### src/rtl/kmp_pkg.sv
`default_nettype none
package kmp_pkg;

  localparam int MAX_PATTERN = 64;
  localparam int MAX_TEXT    = 65536;

  localparam int PAT_AW  = $clog2(MAX_PATTERN);
  localparam int CNT_W   = $clog2(MAX_PATTERN + 1);
  localparam int POS_W   = $clog2(MAX_TEXT);
  localparam int DIFF_W  = (POS_W + 1 > CNT_W) ? POS_W + 1 : CNT_W;

  localparam int MODE_W  = 2;
  localparam int CHAR_W  = 8;
  localparam int START_W = 16;
  localparam int ERR_W   = 2;

  typedef logic [MODE_W-1:0] mode_t;

  localparam mode_t MODE_CLEAR  = 2'd0;
  localparam mode_t MODE_APPEND = 2'd1;
  localparam mode_t MODE_TEXT   = 2'd2;

  localparam int ERR_PAT = 0;
  localparam int ERR_TXT = 1;

  // commands from the controller to the datapath
  typedef struct packed {
    logic accept;
    logic clear;
    logic ovf;
    logic skip;
    logic txt_start;
    logic step;
    logic commit;
    logic app_write;
    logic emit;
  } kmp_cmd_t;

  // status from the datapath to the controller
  typedef struct packed {
    logic len_zero;
    logic len_full;
    logic reported;
    logic done;
    logic commit_emit;
    logic out_free;
  } kmp_sts_t;

  function automatic logic [CHAR_W-1:0] fold_char(input logic [CHAR_W-1:0] c);
    logic [CHAR_W-1:0] r;
    r = c;
    if (c >= 8'h41 && c <= 8'h5a) begin
      r = c + 8'h20;
    end
    return r;
  endfunction

endpackage
`default_nettype wire

### src/rtl/kmp_if.sv
`default_nettype none
interface kmp_in_if import kmp_pkg::*; ();
  logic              valid;
  logic              ready;
  mode_t             mode;
  logic [CHAR_W-1:0] char_in;
  logic              text_last;

  modport source (output valid, output mode, output char_in, output text_last, input ready);
  modport sink (input valid, input mode, input char_in, input text_last, output ready);
endinterface

interface kmp_out_if import kmp_pkg::*; ();
  logic               valid;
  logic               ready;
  logic               found;
  logic [START_W-1:0] match_start;
  logic [ERR_W-1:0]   error_flags;

  modport source (output valid, output found, output match_start, output error_flags,
                  input ready);
  modport sink (input valid, input found, input match_start, input error_flags,
                output ready);
endinterface
`default_nettype wire

### src/rtl/kmp_datapath.sv
`default_nettype none
module kmp_datapath import kmp_pkg::*; (
  input  wire logic               clk_i,
  input  wire logic               rst_ni,
  input  wire kmp_cmd_t           cmd_i,
  output kmp_sts_t                sts_o,
  input  wire mode_t              in_mode_i,
  input  wire logic [CHAR_W-1:0]  in_char_i,
  input  wire logic               in_last_i,
  input  wire logic               out_ready_i,
  output logic                    out_valid_o,
  output logic                    out_found_o,
  output logic [START_W-1:0]      out_start_o,
  output logic [ERR_W-1:0]        out_err_o
);

  localparam logic [POS_W-1:0] POS_MAX = POS_W'(MAX_TEXT - 1);

  // pattern bytes and failure links
  logic [CHAR_W-1:0] pat_mem  [MAX_PATTERN];
  logic [PAT_AW-1:0] link_mem [MAX_PATTERN];
  logic [CHAR_W-1:0] pat_rd_q;
  logic [PAT_AW-1:0] link_rd_q;
  logic [PAT_AW-1:0] rd_addr;
  logic [PAT_AW-1:0] link_wr;

  // block state
  logic [CNT_W-1:0] len_q, len_d;
  logic [CNT_W-1:0] mc_q, mc_d;
  logic [POS_W-1:0] pos_q, pos_d;
  logic             rep_q, rep_d;
  logic [ERR_W-1:0] err_q, err_d;
  logic [CHAR_W-1:0] last_pat_q;
  logic [PAT_AW-1:0] last_link_q;

  // current word
  logic [CHAR_W-1:0] chr_q;
  logic [CHAR_W-1:0] key_q;
  logic [PAT_AW-1:0] k_q;
  logic              nok_q;
  logic              last_q;
  logic [POS_W-1:0]  item_pos_q, item_pos_d;

  // pending result
  logic               pend_found_q, pend_found_d;
  logic [START_W-1:0] pend_start_q, pend_start_d;
  logic [ERR_W-1:0]   pend_err_q, pend_err_d;

  logic               out_valid_q;
  logic               out_found_q;
  logic [START_W-1:0] out_start_q;
  logic [ERR_W-1:0]   out_err_q;

  logic [CHAR_W-1:0] in_fold;
  logic              in_txt;
  logic [PAT_AW-1:0] k_start;
  logic              eq;
  logic [CNT_W-1:0]  r;
  logic              hit;
  logic [DIFF_W-1:0] pos1;
  logic [DIFF_W-1:0] r_x;
  logic [DIFF_W-1:0] start_full;
  logic              end_sess;

  assign in_fold = fold_char(in_char_i);
  assign in_txt  = (in_mode_i == MODE_TEXT);

  // starting candidate: matched count for text, link of the last byte for append
  always_comb begin
    if (in_txt) begin
      k_start = (mc_q >= len_q) ? '0 : mc_q[PAT_AW-1:0];
    end else if (len_q < CNT_W'(2)) begin
      k_start = '0;
    end else begin
      k_start = last_link_q;
    end
  end

  assign rd_addr = cmd_i.step ? link_rd_q : k_start;

  assign eq  = (pat_rd_q == key_q);
  assign r   = (nok_q || !eq) ? '0 : CNT_W'(k_q) + CNT_W'(1);
  assign hit = (r == len_q);
  assign link_wr = PAT_AW'(r);

  assign pos1       = DIFF_W'(item_pos_q) + DIFF_W'(1);
  assign r_x        = DIFF_W'(r);
  assign start_full = (pos1 >= r_x) ? pos1 - r_x : '0;

  always_ff @(posedge clk_i) begin
    if (cmd_i.app_write) begin
      pat_mem[len_q[PAT_AW-1:0]]  <= chr_q;
      link_mem[len_q[PAT_AW-1:0]] <= link_wr;
    end
    pat_rd_q  <= pat_mem[rd_addr];
    link_rd_q <= link_mem[rd_addr];
  end

  always_comb begin
    len_d        = len_q;
    mc_d         = mc_q;
    pos_d        = pos_q;
    rep_d        = rep_q;
    err_d        = err_q;
    item_pos_d   = item_pos_q;
    pend_found_d = pend_found_q;
    pend_start_d = pend_start_q;
    pend_err_d   = pend_err_q;
    end_sess     = 1'b0;

    if (cmd_i.clear) begin
      len_d    = '0;
      err_d    = '0;
      end_sess = 1'b1;
    end
    if (cmd_i.ovf) begin
      err_d[ERR_PAT] = 1'b1;
    end
    if (cmd_i.skip && in_last_i) begin
      end_sess = 1'b1;
    end
    if (cmd_i.txt_start) begin
      if (pos_q >= POS_MAX) begin
        item_pos_d     = POS_MAX;
        err_d[ERR_TXT] = 1'b1;
      end else begin
        item_pos_d = pos_q;
        pos_d      = pos_q + POS_W'(1);
      end
      // empty pattern matches at once
      if (len_q == '0) begin
        pend_found_d = 1'b1;
        pend_start_d = '0;
        pend_err_d   = err_d;
        if (in_last_i) begin
          end_sess = 1'b1;
        end else begin
          rep_d = 1'b1;
        end
      end
    end
    if (cmd_i.commit) begin
      mc_d = r;
      if (hit) begin
        pend_found_d = 1'b1;
        pend_start_d = START_W'(start_full);
        pend_err_d   = err_d;
        if (last_q) begin
          end_sess = 1'b1;
        end else begin
          rep_d = 1'b1;
        end
      end else if (last_q) begin
        pend_found_d = 1'b0;
        pend_start_d = '0;
        pend_err_d   = err_d;
        end_sess     = 1'b1;
      end
    end
    if (cmd_i.app_write) begin
      len_d = len_q + CNT_W'(1);
    end
    if (end_sess) begin
      mc_d           = '0;
      pos_d          = '0;
      rep_d          = 1'b0;
      err_d[ERR_TXT] = 1'b0;
    end
  end

  always_ff @(posedge clk_i or negedge rst_ni) begin
    if (!rst_ni) begin
      len_q       <= '0;
      mc_q        <= '0;
      pos_q       <= '0;
      rep_q       <= 1'b0;
      err_q       <= '0;
      out_valid_q <= 1'b0;
    end else begin
      len_q <= len_d;
      mc_q  <= mc_d;
      pos_q <= pos_d;
      rep_q <= rep_d;
      err_q <= err_d;
      if (cmd_i.emit) begin
        out_valid_q <= 1'b1;
      end else if (out_ready_i) begin
        out_valid_q <= 1'b0;
      end
    end
  end

  always_ff @(posedge clk_i) begin
    item_pos_q   <= item_pos_d;
    pend_found_q <= pend_found_d;
    pend_start_q <= pend_start_d;
    pend_err_q   <= pend_err_d;
    if (cmd_i.accept) begin
      chr_q  <= in_fold;
      key_q  <= in_txt ? in_fold : last_pat_q;
      k_q    <= k_start;
      nok_q  <= !in_txt && (len_q < CNT_W'(2));
      last_q <= in_last_i;
    end
    if (cmd_i.step) begin
      k_q <= link_rd_q;
    end
    if (cmd_i.app_write) begin
      last_pat_q  <= chr_q;
      last_link_q <= link_wr;
    end
    if (cmd_i.emit) begin
      out_found_q <= pend_found_q;
      out_start_q <= pend_start_q;
      out_err_q   <= pend_err_q;
    end
  end

  assign sts_o.len_zero    = (len_q == '0);
  assign sts_o.len_full    = (len_q == CNT_W'(MAX_PATTERN));
  assign sts_o.reported    = rep_q;
  assign sts_o.done        = nok_q || eq || (k_q == '0);
  assign sts_o.commit_emit = hit || last_q;
  assign sts_o.out_free    = !out_valid_q || out_ready_i;

  assign out_valid_o = out_valid_q;
  assign out_found_o = out_found_q;
  assign out_start_o = out_start_q;
  assign out_err_o   = out_err_q;

endmodule
`default_nettype wire

### src/rtl/kmp_ctrl.sv
`default_nettype none
module kmp_ctrl import kmp_pkg::*; (
  input  wire logic     clk_i,
  input  wire logic     rst_ni,
  input  wire logic     in_valid_i,
  input  wire mode_t    in_mode_i,
  output logic          in_ready_o,
  input  wire kmp_sts_t sts_i,
  output kmp_cmd_t      cmd_o
);

  localparam logic [1:0] S_IDLE = 2'd0;
  localparam logic [1:0] S_CMP  = 2'd1;
  localparam logic [1:0] S_EMIT = 2'd2;

  logic [1:0] state_q, state_d;
  logic       is_txt_q, is_txt_d;

  always_comb begin
    state_d    = state_q;
    is_txt_d   = is_txt_q;
    cmd_o      = '0;
    in_ready_o = 1'b0;
    case (state_q)
      S_IDLE: begin
        in_ready_o = 1'b1;
        if (in_valid_i) begin
          cmd_o.accept = 1'b1;
          case (in_mode_i)
            MODE_CLEAR: begin
              cmd_o.clear = 1'b1;
            end
            MODE_APPEND: begin
              if (sts_i.len_full) begin
                cmd_o.ovf = 1'b1;
              end else begin
                is_txt_d = 1'b0;
                state_d  = S_CMP;
              end
            end
            MODE_TEXT: begin
              if (sts_i.reported) begin
                cmd_o.skip = 1'b1;
              end else begin
                cmd_o.txt_start = 1'b1;
                is_txt_d        = 1'b1;
                state_d         = sts_i.len_zero ? S_EMIT : S_CMP;
              end
            end
            default: begin
            end
          endcase
        end
      end
      S_CMP: begin
        // one fallback along the link chain per cycle
        if (!sts_i.done) begin
          cmd_o.step = 1'b1;
        end else if (is_txt_q) begin
          cmd_o.commit = 1'b1;
          state_d      = sts_i.commit_emit ? S_EMIT : S_IDLE;
        end else begin
          cmd_o.app_write = 1'b1;
          state_d         = S_IDLE;
        end
      end
      S_EMIT: begin
        if (sts_i.out_free) begin
          cmd_o.emit = 1'b1;
          state_d    = S_IDLE;
        end
      end
      default: begin
        state_d = S_IDLE;
      end
    endcase
  end

  always_ff @(posedge clk_i or negedge rst_ni) begin
    if (!rst_ni) begin
      state_q  <= S_IDLE;
      is_txt_q <= 1'b0;
    end else begin
      state_q  <= state_d;
      is_txt_q <= is_txt_d;
    end
  end

endmodule
`default_nettype wire

### src/rtl/kmp_substring_matcher_unit.sv
`default_nettype none
// Case-insensitive Knuth-Morris-Pratt search over a byte stream. Each input word
// clears the pattern, appends one pattern byte (its failure link is built on
// arrival) or feeds one text byte; A-Z fold to lower case. A result word comes
// on the first match (found, start index) or at the last text byte without one
// (found low); later bytes of a matched text are swallowed. Clear, unused codes,
// dropped pattern bytes and bytes after a match are handled in the idle state.
// An append or a text byte is taken and then compared, with one more step per
// failure-link fallback, since each step is one registered read of the pattern
// and link memories followed by a compare; fallbacks average out to at most one
// per byte. A text byte against an empty pattern goes straight to the emit state.
// A result moves into the output register in the emit state; the register holds
// it while the next word is taken, and that move, and with it the input, waits
// for as long as an earlier result still sits unread there.
module kmp_substring_matcher_unit import kmp_pkg::*; (
  input  wire logic clk_i,
  input  wire logic rst_ni,
  kmp_in_if.sink    in_i,
  kmp_out_if.source out_o
);

  kmp_cmd_t cmd;
  kmp_sts_t sts;

  kmp_ctrl u_ctrl (
    .clk_i      (clk_i),
    .rst_ni     (rst_ni),
    .in_valid_i (in_i.valid),
    .in_mode_i  (in_i.mode),
    .in_ready_o (in_i.ready),
    .sts_i      (sts),
    .cmd_o      (cmd)
  );

  kmp_datapath u_dp (
    .clk_i       (clk_i),
    .rst_ni      (rst_ni),
    .cmd_i       (cmd),
    .sts_o       (sts),
    .in_mode_i   (in_i.mode),
    .in_char_i   (in_i.char_in),
    .in_last_i   (in_i.text_last),
    .out_ready_i (out_o.ready),
    .out_valid_o (out_o.valid),
    .out_found_o (out_o.found),
    .out_start_o (out_o.match_start),
    .out_err_o   (out_o.error_flags)
  );

endmodule
`default_nettype wire

### src/flat_wrapper.sv
// flat-port wrapper written by rule: the top's interface ports become plain ports
module kmp_substring_matcher_unit_flat import kmp_pkg::*;
  (clk_i, rst_ni, in_i_valid, in_i_mode, in_i_char_in, in_i_text_last, in_i_ready, out_o_valid, out_o_found, out_o_match_start, out_o_error_flags, out_o_ready);
  kmp_in_if in_i_i ();
  kmp_out_if out_o_i ();
  input  wire logic clk_i;
  input  wire logic rst_ni;
  input wire logic [$bits(in_i_i.valid)-1:0] in_i_valid;
  input wire logic [$bits(in_i_i.mode)-1:0] in_i_mode;
  input wire logic [$bits(in_i_i.char_in)-1:0] in_i_char_in;
  input wire logic [$bits(in_i_i.text_last)-1:0] in_i_text_last;
  output wire logic [$bits(in_i_i.ready)-1:0] in_i_ready;
  output wire logic [$bits(out_o_i.valid)-1:0] out_o_valid;
  output wire logic [$bits(out_o_i.found)-1:0] out_o_found;
  output wire logic [$bits(out_o_i.match_start)-1:0] out_o_match_start;
  output wire logic [$bits(out_o_i.error_flags)-1:0] out_o_error_flags;
  input wire logic [$bits(out_o_i.ready)-1:0] out_o_ready;
  assign in_i_i.valid = in_i_valid;
  assign in_i_i.mode = in_i_mode;
  assign in_i_i.char_in = in_i_char_in;
  assign in_i_i.text_last = in_i_text_last;
  assign in_i_ready = in_i_i.ready;
  assign out_o_valid = out_o_i.valid;
  assign out_o_found = out_o_i.found;
  assign out_o_match_start = out_o_i.match_start;
  assign out_o_error_flags = out_o_i.error_flags;
  assign out_o_i.ready = out_o_ready;
  kmp_substring_matcher_unit u_core (.clk_i(clk_i), .rst_ni(rst_ni), .in_i(in_i_i), .out_o(out_o_i));
endmodule
### config.mk
export PLATFORM = sky130hd
export DESIGN_NAME = kmp_substring_matcher_unit_flat
export DESIGN_NICKNAME = d
export VERILOG_FILES = /design/src/rtl/kmp_pkg.sv /design/src/rtl/kmp_if.sv /design/src/rtl/kmp_datapath.sv /design/src/rtl/kmp_ctrl.sv /design/src/rtl/kmp_substring_matcher_unit.sv /design/src/flat_wrapper.sv
export SDC_FILE = /design/constraint.sdc
export NUM_CORES = 1
export LEC_CHECK = 0
export BUFFER_PORTS_ARGS = -buffer_cell sky130_fd_sc_hd__buf_2
export CAP_MARGIN = 5
export CORE_MARGIN = 2
export CORE_UTILIZATION = 45
export CTS_CLUSTER_SIZE = 12
export DETAILED_ROUTE_END_ITERATION = 12
export PLACE_DENSITY_LB_ADDON = 0.3
export SYNTH_ARGS = -nofsm -noshare
export SYNTH_HDL_FRONTEND = slang
export SYNTH_SLANG_ARGS = --single-unit
### constraint.sdc
create_clock -name clk_i -period 7 [get_ports clk_i]
set_clock_uncertainty 0.2 [all_clocks]
set_input_delay 0.35 -clock clk_i [delete_from_list [all_inputs] [get_ports clk_i]]
set_output_delay 0.35 -clock clk_i [all_outputs]
set_load 0.03 [all_outputs]
==> results of run 1 <==
[final timing paths]
| path | from | to | slack [ps] | cells after the start |
|---|---|---|---|---|
| max | u_core.u_dp.key_q[4] | u_core.u_dp.link_rd_q[5] | 930 | 11 |
| min in group clk_i | u_core.u_dp.pend_found_q | u_core.u_dp.out_found_o | 230 | 0 |
| min reg2reg | u_core.u_dp.pend_found_q | u_core.u_dp.out_found_o | 230 | 0 |
| min | rst_ni | u_core.u_dp.pos_q[12] | 130 | 2 |
| max in group asynchronous | rst_ni | u_core.u_dp.out_valid_o | 5910 | 2 |
| max reg2reg | u_core.u_dp.key_q[4] | u_core.u_dp.link_rd_q[5] | 930 | 11 |
[state kept, by name, indices dropped and copies added, names as in the netlist, 2 cells and up]
name / flops
u_core.u_dp.key_q: 8
u_core.u_dp.chr_q: 8
u_core.u_dp.last_pat_q: 8
u_core.u_dp.err_q: 2
u_core.u_dp.pat_rd_q: 8
u_core.u_dp.link_rd_q: 6
u_core.u_dp.item_pos_q: 16
u_core.u_dp.len_q: 7
u_core.u_dp.pos_q: 16
u_core.u_dp.out_err_o: 2
u_core.u_dp.mc_q: 7
u_core.u_dp.last_link_q: 6
u_core.u_dp.pat_mem: 512
u_core.u_dp.link_mem: 384
u_core.u_dp.pend_start_q: 16
u_core.u_ctrl.state_q: 2
u_core.u_dp.pend_err_q: 2
u_core.u_dp.out_start_o: 16
u_core.u_dp.k_q: 6
[routing by layer]
metal  GRT usage  vias up  share of wire
li1            -    12000              -
met1       0.339    14100           0.40
met2       0.377     1567           0.46
met3      0.0449      262          0.098
met4      0.0961        2          0.039
met5           0        -       0.000067
[worst register-to-register path, stage by stage, from the launching register on]
cell	delay (ps)
edfxtp_1	400
xnor2_1	190
nand4_1	440
o21ai_1	920
or3_4	870
nand2_4	500
inv_4	400
buf_4	570
nand2_1	110
and3_1	170
o311ai_0	990
or4_1	220
[report_power, final]
part           internal (mW)  switching (mW)
combinational           1.39            3.83
sequential              7.25           0.170
clock                   3.00            2.31
total                   11.6            6.31
[cell type report]
class                           count  area, um^2  area share
Antenna cell                        1        2.50   0.0000525
Sequential cell                  1039       30700       0.644
Tap cell                         1254        1570      0.0329
Clock buffer                      170        3050      0.0639
Timing Repair Buffer              142        1110      0.0233
Inverter                           39         151     0.00318
Multi-Input combinational cell   1748       10900       0.229
Clock inverter                     18         171     0.00360
[cell families after synthesis]
group | Yosys count | synth area share
xor+xnor | 53 | 0.0109
compound gates | 737 | 0.122
fa+ha+maj | 22 | 0.00664
simple gates | 898 | 0.104
flops | 1039 | 0.721
buf+inv | 281 | 0.0261
mux | 38 | 0.00988
[metrics by stage]
step	power (mW)	hold slack, ps	utilization	setup slack (ps)	instances
floorplan	10.7	-146	-	111	3068
global placement	12.6	208	0.473	1210	4204
detailed placement	12.7	208	0.473	1110	4204
CTS	17.9	113	0.510	1110	4409
global route	18.6	200	0.510	733	4410
finish	18.0	133	0.510	934	4411
[timing repair]
action	in CTS	in global routing
hold endpoints to repair	61	0
gates resized for setup	0	0
hold buffers	17	0
setup buffers	0	0
endpoints found under the setup margin	0	0
[cells in the final DEF, fill, tap and decap left out, drive strengths merged, types with 20 or more instances in the layout]
cell type	synthesis	layout
edfxtp	969	969
nand2	254	254
nand3	235	235
clkbuf	189	170
and3	164	164
a211oi	162	162
o21ai	149	149
buf	53	125
nor2	121	121
a21oi	103	103
a311oi	71	71
inv	38	40
a211o	39	39
dfrtp	37	37
xnor2	33	33
dfxtp	33	33
a21o	29	29
a2111oi	27	27
a32oi	25	25
or4	25	25
o311ai	24	24
mux2	22	22
ha	21	21
xor2	20	20
==> summary.md, run 1 <==
| Metric | Value |
|---|---|
| P per Cell Area | `377 mW/mm^2` |
| Dpl hpwl | `between 60000 and 70000 um` |
| Seq/Total Area, Yosys | `0.721` |
| Tcrit/Tclk final | `0.867` |
| Syn Inst Count | `3068` |
| Clock buffer count from CTS | `104` |
| Area delta synth->final | `12.0%` |
| Drt total wl | `120000 um` |
| Worst VDD drop | `between 400 and 500 uV` |
| Die Span Y | `312 um` |
| Post-synth cell types | `71` |
| Critical-path cell list | `xnor2_1 -> nand4_1 -> o21ai_1 -> or3_4 -> nand2_4 -> inv_4 -> buf_4 -> nand2_1 -> and3_1 -> o311ai_0 -> or4_1` |
| DRC | `0` |
| Tmin final | `6070 ps` |
| CTS HTree Levels | `3` |
| Post-DP Area | `around 0.044 mm^2` |
| Cell taking the most area after synthesis | `edfxtp_1` |
| Final Hold Fails | `0` |
| Remaining antenna violation count after routing | `0` |
| Crit path largest cell delay | `990 ps` |
| Initial antenna violation count | `9` |
| Critical Path AT | `6500 ps` |
| Gpl congestion | `0.942` |
| Synth Area per Inst | `between 10 and 15 um^2` |
| Outcome | `finished, final reports clean` |
| I/O Pins | `36` |
| Number of nets in the layout | `3111` |
| Gr usage total | `0.243` |
| RSZ-0062 raised after global routing | `no` |
| Leak | `16.6 nW` |
| First-pass GRT wire length | `177000 um` |
| Die W | `312 um` |
| PortBufs | `35` |
| CP Class | `flip-flop to flip-flop` |
| Top cells by area, synth | `edfxtp_1 68%, a211oi_1 2.9%, nand3_1 2.8%` |
| Clock Sink Count | `about 1000` |
| Yosys reg bits | `1039` |
| Core Footprint | `0.0935 mm^2` |
| Fill cells | `just under 8000` |
| Most frequent cells after synthesis | `969 x edfxtp_1, 254 x nand2_1, 235 x nand3_1` |
| Worst Hold Class | `primary input to asynchronous set/reset pin` |
| Worst Path Required | `7430 ps` |
| Vias | `about 28000` |
| Routed wire per std cell | `27.2 um` |
| Slew @ Worst Pin | `1380 ps` |
| Via density | `6.33` |
| Worst Setup End Kind | `flip-flop` |
| CP top delay family | `simple AND/OR/NAND/NOR gates` |
| Total gr overflow | `0` |
| DR pass1 iterations | `6` |
| Row cnt | `112` |
| Final Cell Area | `0.0477 mm^2` |
| Clock slew seen by the registers of the worst setup and hold paths | `60 ps` |
| Post-synth ARST share | `0.0356` |
| Total Neg Setup Slack | `0 ps` |
| Crit Path Max Fanout | `77` |
| Max cap viols | `0` |
| Final setup violation count | `0` |
| Largest net degree at the start of global routing | `180` |
| WP buf/inv | `2` |
| Root Driver | `clkbuf_16` |
| Final Max Slew Viols | `0` |
| Slowest cell on the critical path | `o311ai_0` |
| Worst slew margin | `0.0796` |
| Worst-Skew Late Latency | `roughly 700 ps` |
| Initial core utilization | `0.455` |
| Most instantiated library cell after synthesis | `edfxtp_1` |
| Syn Nets | `a little over 3000` |
| Post-synth EDFFs | `969` |
| Synth top area share | `0.684` |
| Die area | `0.0971 mm^2` |
| Share of cells above drive strength 1 | `0.106` |
| Synthesis Warnings | `0` |
| Post-synth top flop | `edfxtp_1` |
| Vias in the first global route | `26800` |
| Synthesized area | `0.0426 mm^2` |
| Initial DRC Count | `3727` |
| Crit start category | `flip-flop` |
| Achievable Freq | `0.165 GHz` |
| CTS max path bufs | `3` |
| CTS tree | `done` |
Note: power is estimated with default switching activity, not from simulation.
==> inputs of run 2 (changes only) <==
==> constraint.sdc (replaced) <==
create_clock -name clk_i -period 5.2 [get_ports clk_i]
set_clock_uncertainty 0.2 [all_clocks]
set_input_delay 0.26 -clock clk_i [delete_from_list [all_inputs] [get_ports clk_i]]
set_output_delay 0.26 -clock clk_i [all_outputs]
set_load 0.03 [all_outputs]
==> summary.md, run 2 (synthesis results as in run 1) <==
| Metric | Value |
|---|---|
| CP Class | `flip-flop to flip-flop` |
| Crit path largest cell delay | `990 ps (about the same)` |
| Final setup margin | `196 ps (-738 ps)` |
| DR pass1 iterations | `6 (unchanged)` |
| Root Driver | `clkbuf_16` |
| Tcrit/Tclk final | `0.962 (+0.0957)` |
| Share of cells above drive strength 1 | `0.117 (+0.0104)` |
| Die W | `312 um (unchanged)` |
| Total gr overflow | `0 (unchanged)` |
| Clock Sink Count | `1039 (unchanged)` |
| Worst slew margin | `0.128 (+0.0488)` |
| Fill cells | `7648 (-0.79%)` |
| Initial core utilization | `0.455 (unchanged)` |
| Worst Hold Class | `primary input to asynchronous set/reset pin` |
| Final Hold Fails | `0 (unchanged)` |
| Gpl congestion | `0.942 (about the same)` |
| Worst Setup End Kind | `flip-flop` |
| Gr usage total | `0.241 (-0.00173)` |
| Post-Place Worst Slack | `231 ps (-874 ps)` |
| Max reg flops | `512 (unchanged)` |
| Total Neg Setup Slack | `0 ps (unchanged)` |
| Dpl hpwl | `70700 um (+3.6%)` |
| Finished Layout Cells | `4482 (+1.6%)` |
| Final setup violation count | `0 (unchanged)` |
| Slew @ Worst Pin | `1310 ps (-68.2 ps)` |
| Worst VDD drop | `422 uV (+3.3%)` |
| Crit Path Max Fanout | `74 (-3.9%)` |
| Die Span Y | `312 um (unchanged)` |
| Commonest non-fill, non-tap cells in the layout | `969 x edfxtp_1, 253 x nand2_1, 235 x nand3_1` |
| Number of nets in the layout | `3182 (+2.3%)` |
| Final Cell Area | `0.0482 mm^2 (+1.2%)` |
| Critical Path AT | `5420 ps (-1080 ps)` |
| Post CTS Setup Buffer Count | `0 (unchanged)` |
| P per Cell Area | `503 mW/mm^2 (+34%)` |
| Post-DP Area | `0.0448 mm^2 (+1.3%)` |
| Tmin final | `5000 ps (-1060 ps)` |
| Final core utilization | `0.516 (+0.00608)` |
| Reg area | `0.0307 mm^2 (unchanged)` |
| Outcome | `finished, final reports clean` |
| CTS max path bufs | `3 (unchanged)` |
| First-pass GRT wire length | `177000 um (-0.15%)` |
| I/O Pins | `36 (unchanged)` |
| Largest net degree at the start of global routing | `171 (-5.0%)` |
| Remaining antenna violation count after routing | `0 (unchanged)` |
| Via density | `6.22 (-1.7%)` |
| CTS tree | `done` |
| Clock buffer count from CTS | `106 (+1.9%)` |
| Worst-Skew Late Latency | `680 ps (-20 ps)` |
| Row cnt | `112 (unchanged)` |
| PortBufs | `35 (unchanged)` |
| Max cap viols | `0 (unchanged)` |
| Initial DRC Count | `3495 (-6.2%)` |
| R2r setup slk | `200 ps (-740 ps)` |
| Crit start category | `flip-flop` |
| Die area | `0.0971 mm^2 (unchanged)` |
| Worst Path Required | `5610 ps (-1820 ps)` |
| Critical-path cell list | `inv_1 -> ha_1 -> a21o_1 -> a211oi_1 -> o211ai_1 -> o211ai_1 -> buf_12 -> nand2_4 -> inv_4 -> buf_12 -> nand2_1 -> and3_1 -> o311ai_0 -> or4_1` |
| Final Max Slew Viols | `0 (unchanged)` |
| Multi-input gate area | `0.0108 mm^2 (-0.70%)` |
| RSZ-0062 raised after global routing | `no` |
| Clock slew seen by the registers of the worst setup and hold paths | `60 ps (about the same)` |
| Slowest cell on the critical path | `o311ai_0` |
| DRC | `0 (unchanged)` |
| CTS HTree Levels | `3 (unchanged)` |
| Achievable Freq | `0.200 GHz (+21%)` |
| Area delta synth->final | `13.3%` |
| Vias in the first global route | `26900 (+0.47%)` |
| Cells after DPL | `4275 (+1.7%)` |
| Drt total wl | `119000 um (-0.60%)` |
| Leak | `17.0 nW (+2.5%)` |
| Initial antenna violation count | `4 (-5)` |
| Commonest non-fill, non-tap cell in the layout | `edfxtp_1` |
| Vias | `27900 (-0.082%)` |
| Core Footprint | `0.0935 mm^2 (unchanged)` |
| Routed wire per std cell | `26.6 um (-2.2%)` |
-- run 2: cell count changes in the layout (fill, tap and decap cells not counted), sizes merged --
cell and change:
inv -1, clkinv +10, buf +70, clkbuf -8, bufinv +1, dlygate4sd3 -1
-- run 2: per-layer routing --
| metal | GRT usage | wire, um | vias to the layer above |
|---|---|---|---|
| li1 | - | - | 12200 |
| met1 | 0.334 | 48700 | 14000 |
| met2 | 0.382 | 55400 | 1421 |
| met3 | 0.0430 | 10600 | 231 |
| met4 | 0.0875 | 4310 | 2 |
| met5 | 0 | 11 | - |
-- run 2: repair_timing --
| item | CTS | global route |
|---|---|---|
| hold buffers | 16 | 0 |
| setup endpoints to repair | 0 | 1 |
| resized for setup | 0 | 1 |
| hold endpoints to repair | 63 | 0 |
-- run 2: report_power, final --
group          leakage, nW  total [mW]  switching (mW)  internal [mW]
Sequential            10.3        10.0           0.268           9.74
Combinational         5.17        7.09            5.07           2.02
Clock                 1.56        7.17            3.09           4.09
-- run 2: path summary, 6_finish.rpt --
kind / start / cells past startpoint / endpoint
min reg2reg: u_core.u_dp.pend_err_q[1] / 0 / u_core.u_dp.out_err_o[1]
max in group asynchronous: rst_ni / 2 / u_core.u_dp.rep_q
max: u_core.u_dp.len_q[5] / 14 / u_core.u_dp.pat_rd_q[2]
max reg2reg: u_core.u_dp.len_q[5] / 14 / u_core.u_dp.pat_rd_q[2]
min in group clk_i: in_i_text_last / 2 / u_core.u_dp.last_q
min: rst_ni / 2 / u_core.u_dp.pos_q[8]
-- run 2: worst max-delay path, delay by kind of cell (launching register included) --
family / cells / cell delay [ps]
flops: 1 / 480
fa+ha+maj: 1 / 330
compound gates: 5 / 1990
simple gates: 4 / 640
buf+inv: 4 / 1190
-- run 2: cell type report --
cell class              count  area share
inverters                  39     0.00314
well taps                1254      0.0325
clock inverters            28     0.00410
repair buffers            211      0.0362
diodes                      1   0.0000519
flip-flops and latches   1039       0.636
clock buffers             162      0.0628
multi-input cells        1748       0.225
-- run 2: metrics by stage --
step	hold WS, ps	power (mW)
after floorplan	-236	14.5
after global placement	211	17.0
after detailed placement	216	17.1
after CTS	62.8	24.2
after global routing	117	25.1
final	49.5	24.3
